### config.mk
export PLATFORM = sky130hd
export DESIGN_NAME = framed_record_receiver_flat
export DESIGN_NICKNAME = d
export VERILOG_FILES = /design/src/sv/frr_pkg.sv /design/src/sv/frr_if.sv /design/src/sv/framed_record_receiver.sv /design/src/sv/frr_parser.sv /design/src/flat_wrapper.sv
export SDC_FILE = /design/constraint.sdc
export NUM_CORES = 1
export LEC_CHECK = 0
export ABC_AREA = 1
export CAP_MARGIN = 5
export CORE_MARGIN = 5
export CORE_UTILIZATION = 55
export CTS_CLUSTER_SIZE = 16
export DETAILED_ROUTE_END_ITERATION = 10
export DONT_BUFFER_PORTS = 1
export GPL_TIMING_DRIVEN = 1
export HOLD_SLACK_MARGIN = 0.02
export PLACE_DENSITY = 0.7
export SETUP_SLACK_MARGIN = 0.1
export SYNTH_ARGS = -nofsm -noshare
export SYNTH_HDL_FRONTEND = slang
export SYNTH_SLANG_ARGS = --single-unit
### constraint.sdc
create_clock -name clk -period 15.6 [get_ports clk]
set_input_delay 3.12 -clock clk [delete_from_list [all_inputs] [get_ports clk]]
set_output_delay 3.12 -clock clk [all_outputs]
set_load 0.02 [all_outputs]
### src/sv/frr_pkg.sv
// Package: shared constants and types for the framed record receiver.
`timescale 1ns / 1ps

package frr_pkg;

    localparam logic [7:0] START_BYTE = 8'h02;
    localparam logic [7:0] END_BYTE   = 8'h03;
    localparam logic [7:0] MAX_ID     = 8'd62;

    localparam int BODY_LEN   = 10;
    localparam int BODY_IDX_W = $clog2(BODY_LEN);

    // Parser phases, one-hot.
    typedef enum logic [4:0] {
        PH_HUNT  = 5'b00001,
        PH_SEQ   = 5'b00010,
        PH_BODY  = 5'b00100,
        PH_CHECK = 5'b01000,
        PH_END   = 5'b10000
    } frr_phase_t;

    typedef struct packed {
        logic [5:0] record_id;
        logic [7:0] data_high;
        logic [7:0] data_low;
        logic [7:0] wave_0;
        logic [7:0] wave_1;
        logic [7:0] wave_2;
        logic [7:0] wave_3;
        logic [7:0] wave_4;
        logic [7:0] wave_5;
        logic [7:0] wave_6;
        logic [7:0] wave_7;
    } frr_record_t;

endpackage

### src/sv/frr_if.sv
// Interfaces: received byte channel and decoded record channel.
`timescale 1ns / 1ps

interface frr_byte_if;
    logic       valid;
    logic       ready;
    logic [7:0] rx_byte;

    modport source (output valid, output rx_byte, input ready);
    modport sink   (input valid, input rx_byte, output ready);
endinterface

interface frr_record_if;
    logic       valid;
    logic       ready;
    logic [5:0] record_id;
    logic [7:0] data_high;
    logic [7:0] data_low;
    logic [7:0] wave_0;
    logic [7:0] wave_1;
    logic [7:0] wave_2;
    logic [7:0] wave_3;
    logic [7:0] wave_4;
    logic [7:0] wave_5;
    logic [7:0] wave_6;
    logic [7:0] wave_7;

    modport source (
        output valid, output record_id, output data_high, output data_low,
        output wave_0, output wave_1, output wave_2, output wave_3,
        output wave_4, output wave_5, output wave_6, output wave_7,
        input ready
    );
    modport sink (
        input valid, input record_id, input data_high, input data_low,
        input wave_0, input wave_1, input wave_2, input wave_3,
        input wave_4, input wave_5, input wave_6, input wave_7,
        output ready
    );
endinterface

### src/sv/framed_record_receiver.sv
// Top level: framed record receiver with registered record output.
// Throughput: one byte per cycle; ready drops only while a finished record waits unclaimed.
// A record is offered in the cycle after the transfer of its end byte.
// The output register frees in the same cycle it is drained, so bytes keep flowing.
// Reset (rst_n low, async): parser hunts for a start byte, sum and id clear, no record held.
// Held frame bytes are not reset; each is rewritten before a record can use it.
`timescale 1ns / 1ps

module framed_record_receiver (
    input  logic                clk,
    input  logic                rst_n,
    frr_byte_if.sink            in_ch,
    frr_record_if.source        out_ch
);
    import frr_pkg::*;

    logic        step;
    logic        emit;
    frr_record_t rec;

    logic        out_valid_reg;
    frr_record_t out_rec_reg;

    // A byte transfers whenever the output register is empty or being drained.
    assign in_ch.ready = !out_valid_reg || out_ch.ready;
    assign step        = in_ch.valid && in_ch.ready;

    frr_parser u_parser (
        .clk     (clk),
        .rst_n   (rst_n),
        .step    (step),
        .rx_byte (in_ch.rx_byte),
        .emit    (emit),
        .rec     (rec)
    );

    // Record output register. A good end byte loads it; the id comes from the
    // held state, which the end byte itself does not change.
    always_ff @(posedge clk or negedge rst_n)
    begin
        if (!rst_n)
            out_valid_reg <= 1'b0;
        else if (step && emit)
            out_valid_reg <= 1'b1;
        else if (out_ch.ready)
            out_valid_reg <= 1'b0;
    end

    always_ff @(posedge clk)
    begin
        if (step && emit)
            out_rec_reg <= rec;
    end

    assign out_ch.valid     = out_valid_reg;
    assign out_ch.record_id = out_rec_reg.record_id;
    assign out_ch.data_high = out_rec_reg.data_high;
    assign out_ch.data_low  = out_rec_reg.data_low;
    assign out_ch.wave_0    = out_rec_reg.wave_0;
    assign out_ch.wave_1    = out_rec_reg.wave_1;
    assign out_ch.wave_2    = out_rec_reg.wave_2;
    assign out_ch.wave_3    = out_rec_reg.wave_3;
    assign out_ch.wave_4    = out_rec_reg.wave_4;
    assign out_ch.wave_5    = out_rec_reg.wave_5;
    assign out_ch.wave_6    = out_rec_reg.wave_6;
    assign out_ch.wave_7    = out_rec_reg.wave_7;

endmodule

### src/sv/frr_parser.sv
// Frame parser: phase tracking, running checksum and held frame bytes.
`timescale 1ns / 1ps

module frr_parser (
    input  logic               clk,
    input  logic               rst_n,
    input  logic               step,
    input  logic [7:0]         rx_byte,
    output logic               emit,
    output frr_pkg::frr_record_t rec
);
    import frr_pkg::*;

    frr_phase_t              phase_reg, phase_next;
    logic [7:0]              sum_reg, sum_next;
    logic [5:0]              id_reg, id_next;
    logic [BODY_IDX_W-1:0]   idx_reg, idx_next;
    logic [7:0]              held_reg [BODY_LEN];

    always_comb
    begin
        phase_next = phase_reg;
        sum_next   = sum_reg;
        id_next    = id_reg;
        idx_next   = idx_reg;
        emit       = 1'b0;
        case (phase_reg)
            PH_HUNT:
            begin
                if (rx_byte == START_BYTE)
                    phase_next = PH_SEQ;
                else
                    sum_next = 8'd0;
            end
            PH_SEQ:
            begin
                if (rx_byte <= MAX_ID)
                begin
                    id_next    = rx_byte[5:0];
                    sum_next   = sum_reg + rx_byte;
                    idx_next   = '0;
                    phase_next = PH_BODY;
                end
                else
                begin
                    sum_next   = 8'd0;
                    phase_next = PH_HUNT;
                end
            end
            PH_BODY:
            begin
                sum_next = sum_reg + rx_byte;
                if (idx_reg == BODY_IDX_W'(BODY_LEN - 1))
                    phase_next = PH_CHECK;
                else
                    idx_next = idx_reg + 1'b1;
            end
            PH_CHECK:
            begin
                sum_next = 8'd0;
                if (rx_byte == sum_reg)
                    phase_next = PH_END;
                else
                    phase_next = PH_HUNT;
            end
            PH_END:
            begin
                sum_next   = 8'd0;
                phase_next = PH_HUNT;
                emit       = (rx_byte == END_BYTE);
            end
            default:
            begin
                sum_next   = 8'd0;
                phase_next = PH_HUNT;
            end
        endcase
    end

    always_ff @(posedge clk or negedge rst_n)
    begin
        if (!rst_n)
        begin
            phase_reg <= PH_HUNT;
            sum_reg   <= 8'd0;
            id_reg    <= 6'd0;
            idx_reg   <= '0;
        end
        else if (step)
        begin
            phase_reg <= phase_next;
            sum_reg   <= sum_next;
            id_reg    <= id_next;
            idx_reg   <= idx_next;
        end
    end

    // Body bytes: every slot is rewritten in each frame before it is emitted.
    always_ff @(posedge clk)
    begin
        if (step && phase_reg == PH_BODY)
            held_reg[idx_reg] <= rx_byte;
    end

    assign rec.record_id = id_reg;
    assign rec.data_high = held_reg[0];
    assign rec.data_low  = held_reg[1];
    assign rec.wave_0    = held_reg[2];
    assign rec.wave_1    = held_reg[3];
    assign rec.wave_2    = held_reg[4];
    assign rec.wave_3    = held_reg[5];
    assign rec.wave_4    = held_reg[6];
    assign rec.wave_5    = held_reg[7];
    assign rec.wave_6    = held_reg[8];
    assign rec.wave_7    = held_reg[9];

endmodule

### src/flat_wrapper.sv
// flat-port wrapper written by rule: the top's interface ports become plain ports
module framed_record_receiver_flat import frr_pkg::*;
  (clk, rst_n, in_ch_valid, in_ch_rx_byte, in_ch_ready, out_ch_valid, out_ch_record_id, out_ch_data_high, out_ch_data_low, out_ch_wave_0, out_ch_wave_1, out_ch_wave_2, out_ch_wave_3, out_ch_wave_4, out_ch_wave_5, out_ch_wave_6, out_ch_wave_7, out_ch_ready);
  frr_byte_if in_ch_i ();
  frr_record_if out_ch_i ();
  input  logic clk;
  input  logic rst_n;
  input wire logic [$bits(in_ch_i.valid)-1:0] in_ch_valid;
  input wire logic [$bits(in_ch_i.rx_byte)-1:0] in_ch_rx_byte;
  output wire logic [$bits(in_ch_i.ready)-1:0] in_ch_ready;
  output wire logic [$bits(out_ch_i.valid)-1:0] out_ch_valid;
  output wire logic [$bits(out_ch_i.record_id)-1:0] out_ch_record_id;
  output wire logic [$bits(out_ch_i.data_high)-1:0] out_ch_data_high;
  output wire logic [$bits(out_ch_i.data_low)-1:0] out_ch_data_low;
  output wire logic [$bits(out_ch_i.wave_0)-1:0] out_ch_wave_0;
  output wire logic [$bits(out_ch_i.wave_1)-1:0] out_ch_wave_1;
  output wire logic [$bits(out_ch_i.wave_2)-1:0] out_ch_wave_2;
  output wire logic [$bits(out_ch_i.wave_3)-1:0] out_ch_wave_3;
  output wire logic [$bits(out_ch_i.wave_4)-1:0] out_ch_wave_4;
  output wire logic [$bits(out_ch_i.wave_5)-1:0] out_ch_wave_5;
  output wire logic [$bits(out_ch_i.wave_6)-1:0] out_ch_wave_6;
  output wire logic [$bits(out_ch_i.wave_7)-1:0] out_ch_wave_7;
  input wire logic [$bits(out_ch_i.ready)-1:0] out_ch_ready;
  assign in_ch_i.valid = in_ch_valid;
  assign in_ch_i.rx_byte = in_ch_rx_byte;
  assign in_ch_ready = in_ch_i.ready;
  assign out_ch_valid = out_ch_i.valid;
  assign out_ch_record_id = out_ch_i.record_id;
  assign out_ch_data_high = out_ch_i.data_high;
  assign out_ch_data_low = out_ch_i.data_low;
  assign out_ch_wave_0 = out_ch_i.wave_0;
  assign out_ch_wave_1 = out_ch_i.wave_1;
  assign out_ch_wave_2 = out_ch_i.wave_2;
  assign out_ch_wave_3 = out_ch_i.wave_3;
  assign out_ch_wave_4 = out_ch_i.wave_4;
  assign out_ch_wave_5 = out_ch_i.wave_5;
  assign out_ch_wave_6 = out_ch_i.wave_6;
  assign out_ch_wave_7 = out_ch_i.wave_7;
  assign out_ch_i.ready = out_ch_ready;
  framed_record_receiver u_core (.clk(clk), .rst_n(rst_n), .in_ch(in_ch_i), .out_ch(out_ch_i));
endmodule
==> results by group, run 1 <==
Synthesis
  • EDFF count, synth: 166
  • Syn. warnings: 0
  • Synth unique cells: 31
  • Post-Synthesis Cells: 416
  • Largest cells by area after synthesis: edfxtp_1 (73%), dfrtp_1 (8.5%), nand2_1 (4.1%), inv_1 (2.0%), ha_1 (2.0%)
  • Main synth FF type: edfxtp_1
  • Yosys reg bits: 190
  • Mean Syn Cell Area: 16.3 µm²
  • Post-Syn Area: 0.00680 mm²
  • Most numerous cell in the Yosys netlist: edfxtp_1
  • Seq/Total Area, Yosys: 82.2%
  • Asr flop ratio synth: 12.6%
  • Syn nets: between 400 and 500
  • Top-area cell type share of the netlist area: between 70% and 80%
  • Cell taking the most area after synthesis: edfxtp_1
  • Commonest cells post-synth: edfxtp_1 (166), nand2_1 (74), inv_1 (37)

Hold path
  • Hold endpoint: out_ch_wave_3[7]
  • Hold Startpoint: u_core.u_parser.held_reg[5][7]
  • Hold WC Path Type: reg2reg
  • Hold path depth: 0

Floorplan
  • Vert. Die Dim: 121 µm
  • Initial core utilization: 56.4%
  • # IOs: 100
  • Die W: 121 µm
  • Die footprint: about 0.015 mm²
  • Row count: 40
  • Core footprint: 0.0121 mm²

Worst setup path
  • R2R Path End: u_core.u_parser.held_reg[8][2]
  • Slowest cell delay on critical path: 0.16 ns
  • CP Cell Sequence: inv_2 > nand2_1
  • Critical path depth in cells: 2
  • Cell at the slowest stage of the critical path: nand2_1
  • Crit-path leading delay family: simple AND/OR/NAND/NOR gates
  • Reg2Reg Setup Slack: 13.19 ns
  • Critical path buffer and inverter count: 1
  • Setup crit start kind: input port
  • Critical Path Fanout Max: 2
  • CP endpoint kind: output port
  • WS Path Type: in2out
  • Worst path arrival time: 3.33 ns
  • Worst EP required: 12.48 ns
  • FF-to-FF Start: u_core.out_ch.valid
  • Worst-case reg-to-reg path depth: 5

Drt
  • DRC violations left: 0
  • Routed WL per cell: 18.3 µm
  • Starting DRT DRC Count: 180
  • Vias/cell: 5.20
  • Via Count: 3198
  • ANT nets after route: 0
  • TritonRoute pass-1 iters: 4
  • Total wire length: 11300 µm

STA
  • Max-slew headroom: 30.0%
  • RSZ-0062 raised after global routing: no
  • Final min period: approximately 6.5 ns
  • Worst setup margin: 9.15 ns
  • Clk_skew: 0.00859 ns
  • Worst-Margin Slew: around 1.0 ns
  • Final period util: 41.4%
  • Max frequency: 0.155 GHz
  • Max Slew Vio Count: 0
  • Final hold viol count: 0
  • Setup-failing EPs final: 0
  • TNS Setup: 0 ns
  • Hold Slack: between 0.4 and 0.5 ns

Clocking
  • CTS tree: yes
  • Hold_buf cts: 0
  • Root Driver: clkbuf_16
  • Clock Sinks: between 150 and 200
  • Post-CTS Repair Setup Buffers: 0
  • Clock latency at the later pin of the worst-skew pair: between 0.4 and 0.5 ns
  • CTS max path bufs: 2
  • H-Tree Depth: 4
  • Clk slew on worst S/H paths: 0.06 ns
  • CTS-repair resized insts: 0
  • CTS buffer count: 17

Outcome
  • Status: completed

Job
  • Max Cap Viol: 0

Cells and area
  • Max reg flops: 80
  • Layout cells sized above 1: 14.3%
  • Nets: 458
  • Layout area overhead: 11.6%
  • Final core area utilization: 62.9%
  • Fillers: 858
  • Diode count: 0

GRT
  • Gr ovfl total: 0
  • Vias in the first global route: 3140
  • First-pass GRT wire length: 17300 µm
  • Pin count of the biggest net entering global routing: just under 90
  • Initial antenna violation count: 0
  • Total track usage: between 10% and 20%

Placed design
  • Dpl hpwl: 7340 µm
  • PortBufs: 0
  • GPL Wtd Cong: 0.899
  • Setup WS pre-CTS: slightly above 9 ns

Power
  • Leak: 2.73 nW
  • Worst vdd ir: 0.0981 mV
  • Power Density: 131 mW/mm²
[routing by layer]
metal,track usage (%),routed length (µm),vias up
met5,0,0,-
li1,-,-,1509
met1,21.3,4790,1555
met2,25.0,5530,111
met3,4.85,644,23
met4,8.68,306,0
[kinds of logic after synthesis]
kind of cell | Yosys count | synth area share, %
DFF | 190 | 82.2
adders and majority gates | 12 | 2.32
AOI/OAI and AO/OA | 22 | 2.15
buffers and inverters | 45 | 2.63
xor gates and xnor gates | 2 | 0.258
and+or+nand+nor | 145 | 10.5
[report_power, final]
part	internal [mW]	total, mW	leakage (nW)	switching, mW
combinational	0.00862	0.0253	0.623	0.0167
clock	0.238	0.413	0.270	0.175
sequential	0.551	0.554	1.84	0.00227
total	0.798	0.992	2.73	0.194
[cell type report]
cell class                 count  area (µm²)  area share [%]
tap                          168         210            2.77
sequential                   190        5590            73.6
multi-input combinational    181        1040            13.7
timing repair buffer           2        15.0           0.198
clock buffer                  21         440            5.80
inverter                      42         158            2.08
clock inverter                11         138            1.81
[worst max-delay path by stage]
stage / from / endpoint / slack, ns
global route: out_ch_ready / in_ch_ready / 9.13
CTS: out_ch_ready / in_ch_ready / 9.15
floorplan: in_ch_rx_byte[7] / out_ch_data_high[0] / 7.83
detailed placement: out_ch_ready / in_ch_ready / 9.15
global placement: out_ch_ready / in_ch_ready / 9.15
finish: out_ch_ready / in_ch_ready / 9.15
[through the flow]
stage	std cells	instance area, µm²	power [mW]
2_1_floorplan	416	6800	0.585
6_report	615	7590	0.992
3_3_place_gp	583	7010	0.588
4_1_cts	615	7590	0.999
3_5_place_dp	583	7010	0.589
5_1_grt	615	7590	1.03
[cell usage in the layout, fill, tap and decap left out, types with 5 or more instances in the layout]
cell type | netlist | routed
nor2_1 | 17 | 16
nand4_1 | 5 | 5
ha_1 | 11 | 11
nor2_4 | 5 | 6
dfrtp_1 | 23 | 23
o21ai_0 | 5 | 5
nand2_1 | 74 | 74
clkbuf_16 | 0 | 17
o21ai_1 | 7 | 7
edfxtp_1 | 166 | 166
clkinv_4 | 0 | 5
o21ai_2 | 6 | 6
nand3_1 | 20 | 20
inv_1 | 37 | 37
nand2_2 | 6 | 6
nor3_1 | 7 | 7
inv_2 | 5 | 5
Power figures use the tool's default switching activity.
==> inputs of run 2 (changes only) <==
- clock period: 15.6 -> 6 ns (I/O delays scaled with it)
==> run 2 against run 1 <==
Against the previous run: core utilization grew 0.17 points; routed wire length shrank 1.9%; non-clock buffer count grew 1; register-to-register slack lost 10 ns; worst setup slack lost 6.3 ns; critical path type is now in2reg; sequential share of layout area shrank 0.19 points; global-route usage shrank 0.42 points; flip-flop and latch count is the same.
==> results by group, run 2 (same netlist as run 1, synthesis figures left out) <==
Outcome
  • Status: completed

GRT
  • Total track usage: 16.0% (-0.42 points)
  • Met3 Use GR: 5.87% (+1.0 points)
  • Met1 usage in global routing: 21.8% (+0.47 points)
  • First-pass GRT wire length: 17100 µm (-0.88%)
  • Initial antenna violation count: 0 (unchanged)
  • Gr ovfl total: 0 (unchanged)
  • Grt peak-use layer: met2
  • Pin count of the biggest net entering global routing: 40 (-54%)
  • Vias in the first global route: 3052 (-2.8%)
  • Met2 Resource Use GR: 24.2% (-0.87 points)

Hold path
  • Hold path depth: 0 (unchanged)
  • Hold Startpoint: u_core.u_parser.held_reg[4][3]
  • Hold endpoint: out_ch_wave_2[3]
  • Hold WC Path Type: reg2reg

Clocking
  • CTS max path bufs: 2 (unchanged)
  • Clock Sinks: 190 (unchanged)
  • Clk slew on worst S/H paths: 0.07 ns (about the same)
  • CTS tree: yes
  • Post-CTS Repair Setup Buffers: 0 (unchanged)
  • Hold_buf cts: 0 (unchanged)
  • H-Tree Depth: 4 (unchanged)
  • Root Driver: clkbuf_16
  • CTS buffer count: 17 (unchanged)
  • Clock latency at the later pin of the worst-skew pair: 0.43 ns (about the same)
  • CTS-repair resized insts: 0 (unchanged)

Cells and area
  • Nets: 459 (+0.22%)
  • Fillers: 857 (-0.12%)
  • Area of the multi-input gates: 0.00104 mm² (unchanged)
  • Diode count: 0 (unchanged)
  • Layout area overhead: 11.9%
  • Commonest non-fill, non-tap cell in the layout: edfxtp_1
  • Max reg flops: 80 (unchanged)
  • Layout cells sized above 1: 15.2% (+0.86 points)
  • Register area: 0.00559 mm² (unchanged)
  • Final core area utilization: 63.1% (+0.17 points)
  • Commonest non-fill, non-tap cells in the layout: edfxtp_1 (166), nand2_1 (74), inv_1 (37)

Floorplan
  • Die W: 121 µm (unchanged)
  • Core footprint: 0.0121 mm² (unchanged)
  • # IOs: 100 (unchanged)
  • Row count: 40 (unchanged)
  • Vert. Die Dim: 121 µm (unchanged)
  • Initial core utilization: 56.4% (unchanged)
  • Die footprint: 0.0147 mm² (unchanged)

Drt
  • Routed WL per cell: 18.0 µm (-2.1%)
  • Via Count: 3116 (-2.6%)
  • Total wire length: 11100 µm (-1.9%)
  • ANT nets after route: 0 (unchanged)
  • Vias/cell: 5.06 (-2.7%)
  • TritonRoute pass-1 iters: 5 (+1)
  • DRC violations left: 0 (unchanged)
  • Starting DRT DRC Count: 215 (+19%)

STA
  • Max Slew Vio Count: 0 (unchanged)
  • TNS Setup: 0 ns (unchanged)
  • Worst-Margin Slew: 1.15 ns (+0.108 ns)
  • Final hold viol count: 0 (unchanged)
  • Final min period: 3.11 ns
  • Max-slew headroom: 22.8% (-7.3 points)
  • Clk_skew: 0.0266 ns (+0.0180 ns)
  • Final period util: 51.8%
  • Max frequency: 0.322 GHz
  • RSZ-0062 raised after global routing: no
  • Setup-failing EPs final: 0 (unchanged)

Worst setup path
  • FF-to-FF Start: u_core.u_parser.phase_reg[3]
  • WS Path Type: in2reg
  • Reg2Reg Setup Slack: 3.23 ns (-9.96 ns)
  • Worst EP required: 6.06 ns (-6.42 ns)
  • CP endpoint kind: flip-flop
  • Critical Path Fanout Max: 39 (+37)
  • Worst path arrival time: 3.17 ns (-0.16 ns)
  • Setup crit start kind: input port
  • R2R Path End: out_ch_wave_4[7]
  • Worst-case reg-to-reg path depth: 5 (unchanged)

Placed design
  • PortBufs: 0 (unchanged)
  • Dpl hpwl: 7410 µm (+0.91%)
  • GPL Wtd Cong: 0.827 (-8.0%)

Power
  • Power Density: 341 mW/mm² (+160%)
  • Worst vdd ir: 0.197 mV (+100%)
  • Leak: 2.74 nW (+0.28%)
  • Total power: 2.59 mW (+160%)

Job
  • Max Cap Viol: 0 (unchanged)
-- run 2: cell count changes in the layout (fill, tap and decap cells not counted), sizes merged --
cell	change
clkinvlp	+2
clkbuf	-4
buf	+1
inv	+2
-- run 2: stage by stage --
stage          cells  setup WS (ns)  hold slack, ns  cell area [µm²]
5_1_grt          616           2.69           0.428             7610
2_1_floorplan    416          0.155           0.400             6800
3_5_place_dp     584           2.39           0.405             7020
4_1_cts          616           2.83           0.420             7610
3_3_place_gp     584           2.50           0.402             7020
6_report         616           2.89           0.417             7610
-- run 2: cell type report --
| class | count | share of cell area [%] |
|---|---|---|
| Tap cell | 168 | 2.76 |
| Clock buffer | 17 | 5.59 |
| Timing Repair Buffer | 3 | 0.296 |
| Clock inverter | 15 | 2.17 |
| Inverter | 42 | 2.07 |
| Sequential cell | 190 | 73.4 |
| Multi-Input combinational cell | 181 | 13.7 |
-- run 2: worst max-delay path, stage by stage --
cell and delay (ns):
nor2_4 0.13, nand3_1 0.11, or2_2 0.35, nor2_4 0.77
buf_4 0.56
-- run 2: metal layers --
layer / share of wire [%] / vias up
met5: 0 / -
met4: 0.74 / 0
met3: 6.2 / 4
met2: 48 / 100
met1: 45 / 1504
li1: - / 1508
-- run 2: how the worst max path moves through the flow --
stage / slack (ns) / cells past startpoint / end / startpoint
final: 2.89 / 5 / out_ch_wave_4[7] / in_ch_rx_byte[7]
after CTS: 2.83 / 5 / u_core.out_ch.record_id[4] / in_ch_rx_byte[7]
after global routing: 2.69 / 5 / u_core.out_ch.record_id[4] / in_ch_rx_byte[3]
after detailed placement: 2.39 / 5 / u_core.out_ch.record_id[5] / in_ch_rx_byte[7]
after global placement: 2.50 / 5 / u_core.out_ch.record_id[1] / in_ch_rx_byte[7]
after floorplan: 0.15 / 4 / out_ch_data_high[0] / in_ch_rx_byte[7]
-- run 2: power breakdown --
group | internal [mW] | total, mW | switching, mW
Clock | 0.619 | 1.09 | 0.469
Combinational | 0.0224 | 0.0636 | 0.0412
Sequential | 1.43 | 1.44 | 0.00562
==> inputs of run 3 (changes only) <==
- ABC_AREA: 1 -> 0
- PLACE_DENSITY: 0.7 -> 0.73
- clock period: 6 -> 2.5 ns (I/O delays scaled with it)
==> run 3 against run 2 <==
Against the previous run: final cell count fell by 16%; sequential power up 140%; first-iteration DRC count increased by 24%; core utilization grew 0.43 points; clock skew down 0.017 ns; flip-flop and latch count unchanged; critical path type is now reg2reg.
==> results by group, run 3 <==
Outcome
  • Status: completed

Worst setup path
  • Worst-case reg-to-reg path depth: 6 (+1)
  • Critical path buffer and inverter count: 1 (unchanged)
  • Cell at the slowest stage of the critical path: a311o_1
  • Reg2Reg Setup Slack: 0.31 ns (-2.92 ns)
  • Crit-path leading delay family: compound AO/OA/AOI/OAI gates
  • Critical Path Fanout Max: 8 (-79%)
  • Worst path arrival time: 2.50 ns (-0.67 ns)
  • CP endpoint kind: flip-flop
  • WS Path Type: reg2reg
  • Worst EP required: 2.81 ns (-3.25 ns)
  • Setup crit start kind: flip-flop
  • FF-to-FF Start: u_core.u_parser.idx_reg[1]
  • Slowest cell delay on critical path: 0.52 ns (-0.25 ns)
  • CP Cell Sequence: inv_1 > ha_1 > nand3b_1 > a311o_1 > nand3b_4 > mux2_4
  • R2R Path End: u_core.u_parser.id_reg[5]

Power
  • Worst vdd ir: 0.462 mV (+140%)
  • Power Density: 841 mW/mm² (+150%)
  • Leak: 2.58 nW (-5.9%)
  • Total power: 6.36 mW (+150%)

STA
  • Setup-failing EPs final: 0 (unchanged)
  • TNS Setup: 0 ns (unchanged)
  • Clk_skew: 0.00937 ns (-0.0172 ns)
  • Worst setup margin: 0.310 ns (-2.58 ns)
  • Final period util: 87.6%
  • Max-slew headroom: 55.6% (+33 points)
  • Max frequency: approximately 0.46 GHz
  • Final min period: 2.19 ns
  • Worst-Margin Slew: 0.661 ns (-0.488 ns)
  • Final hold viol count: 0 (unchanged)
  • Max Slew Vio Count: 0 (unchanged)
  • RSZ-0062 raised after global routing: no

Cells and area
  • Max reg flops: 80 (unchanged)
  • Commonest non-fill, non-tap cells in the layout: edfxtp_1 (166), dfrtp_1 (23), clkbuf_16 (17)
  • Diode count: 0 (unchanged)
  • Final instance area: 0.00756 mm² (-0.58%)
  • Nets: 383 (-17%)
  • Layout cells sized above 1: 15.6% (+0.41 points)
  • Final core area utilization: 63.5% (+0.43 points)
  • Layout area overhead: 14.1%
  • Commonest non-fill, non-tap cell in the layout: edfxtp_1
  • Fillers: 822 (-4.1%)

Hold path
  • Hold Startpoint: in_ch_rx_byte[5]
  • Hold path depth: 0 (unchanged)
  • Hold endpoint: u_core.u_parser.held_reg[1][5]
  • Hold WC Path Type: in2reg

Drt
  • Routed WL per cell: 21.8 µm (+21%)
  • Total wire length: 11300 µm (+2.1%)
  • ANT nets after route: 0 (unchanged)
  • Vias/cell: 5.70 (+13%)
  • Starting DRT DRC Count: 266 (+24%)
  • TritonRoute pass-1 iters: 4 (-1)
  • DRC violations left: 0 (unchanged)
  • Via Count: 2957 (-5.1%)

GRT
  • Gr ovfl total: 0 (unchanged)
  • Vias in the first global route: 3076 (+0.79%)
  • Initial antenna violation count: 0 (unchanged)
  • Total track usage: 16.9% (+0.93 points)
  • First-pass GRT wire length: 17700 µm (+3.5%)
  • Pin count of the biggest net entering global routing: 51 (+28%)

Floorplan
  • Initial core utilization: 55.6% (-0.72 points)
  • Die W: 120 µm (-1.2%)
  • Die footprint: 0.0143 mm² (-2.3%)
  • Vert. Die Dim: 120 µm (-1.2%)
  • Core footprint: 0.0119 mm² (-1.2%)
  • # IOs: 100 (unchanged)
  • Row count: 40 (unchanged)

Synthesis
  • Synth unique cells: 50 (+61%)
  • Most numerous cell in the Yosys netlist: edfxtp_1
  • Main synth FF type: edfxtp_1
  • EDFF count, synth: 166 (unchanged)
  • Syn. warnings: 0 (unchanged)
  • Cell taking the most area after synthesis: edfxtp_1
  • Asr flop ratio synth: 12.6% (unchanged)
  • Top-area cell type share of the netlist area: 75.2% (+1.9 points)
  • Largest cells by area after synthesis: edfxtp_1 (75%), dfrtp_1 (8.7%), ha_1 (2.1%), mux2_4 (1.1%), nand2_1 (0.91%)
  • Syn nets: 357 (-19%)
  • Seq/Total Area, Yosys: 84.3% (+2.1 points)
  • Mean Syn Cell Area: 19.9 µm² (+22%)
  • Commonest cells post-synth: edfxtp_1 (166), dfrtp_1 (23), nand2_1 (16)
  • Post-Synthesis Cells: 333 (-20%)
  • Yosys reg bits: 190 (unchanged)
  • Post-Syn Area: 0.00663 mm² (-2.5%)

Job
  • Max Cap Viol: 0 (unchanged)

Clocking
  • Post-CTS Repair Setup Buffers: 0 (unchanged)
  • Clk slew on worst S/H paths: 0.07 ns (about the same)
  • CTS tree: yes
  • CTS buffer count: 17 (unchanged)
  • Clock Sinks: 190 (unchanged)
  • Clock latency at the later pin of the worst-skew pair: 0.42 ns (about the same)
  • H-Tree Depth: 4 (unchanged)
  • CTS max path bufs: 2 (unchanged)
  • Root Driver: clkbuf_16

Placed design
  • GPL Wtd Cong: 0.844 (+2.0%)
  • Setup WS pre-CTS: 0.105 ns (-2.28 ns)
  • PortBufs: 0 (unchanged)
  • Area post-placement: 0.00690 mm² (-1.7%)
  • Dpl hpwl: 6980 µm (-5.7%)
[run 3: cell types whose count changed in the layout (fill, tap and decap cells not counted), sizes merged, moves of 7 or more]
cell	delta
and2	+8
inv	-33
nand2	-66
nand3	-18
nor2	-14
o21ai	-7
[run 3: power by group]
| part | internal [mW] | leakage, nW | total (mW) | switching [mW] |
|---|---|---|---|---|
| clock network | 1.67 | 0.294 | 2.77 | 1.10 |
| registers | 3.44 | 1.84 | 3.46 | 0.0171 |
| logic | 0.0573 | 0.446 | 0.131 | 0.0735 |
| total | 5.17 | 2.58 | 6.36 | 1.19 |
[run 3: layout make-up]
type	count	area, µm²	area share, %
Tap cell	147	184	2.43
Sequential cell	190	5590	73.9
Multi-Input combinational cell	132	1050	13.8
Inverter	10	37.5	0.496
Timing Repair Buffer	8	87.6	1.16
Clock inverter	14	191	2.53
Clock buffer	18	429	5.67
[run 3: per-stage QoR]
stage                     std cells  hold WS, ns
after floorplan                 333        0.204
after global placement          485        0.206
after detailed placement        485        0.206
after CTS                       519        0.154
after global routing            519        0.145
final                           519        0.174
[run 3: cell families after synthesis]
family                     synth area share (%)
xor gates and xnor gates                  0.397
AOI/OAI and AO/OA                          4.59
DFF                                        84.3
and+or+nand+nor                            6.42
adders and majority gates                  2.38
muxes                                      1.30
buffers and inverters                     0.623
[run 3: repair_timing]
item                                    4_1_cts  5_1_grt
cloned                                        0        0
resized for setup                             1        1
hold buffers                                  2        0
endpoints found under the hold margin        24        0
endpoints found under the setup margin       21       32
[run 3: metal layers]
metal  global-route usage [%]  vias to the layer above  share of wire, %
li1                         -                     1347                 -
met4                     6.59                        0               1.4
met1                     21.7                     1504                43
met5                        0                        -                 0
met2                     26.9                       93                50
met3                     5.56                       13               5.5
[run 3: worst max-delay path by stage]
stage                                           to                         start  cells past startpoint
floorplan                      out_ch_data_high[0]              in_ch_rx_byte[7]                      3
global placement    u_core.u_parser.held_reg[2][3]  u_core.u_parser.phase_reg[3]                      4
detailed placement  u_core.u_parser.held_reg[6][1]  u_core.u_parser.phase_reg[3]                      4
CTS                 u_core.u_parser.held_reg[2][3]  u_core.u_parser.phase_reg[3]                      4
global route        u_core.u_parser.held_reg[5][1]  u_core.u_parser.phase_reg[3]                      4
finish                   u_core.u_parser.id_reg[5]    u_core.u_parser.idx_reg[1]                      6
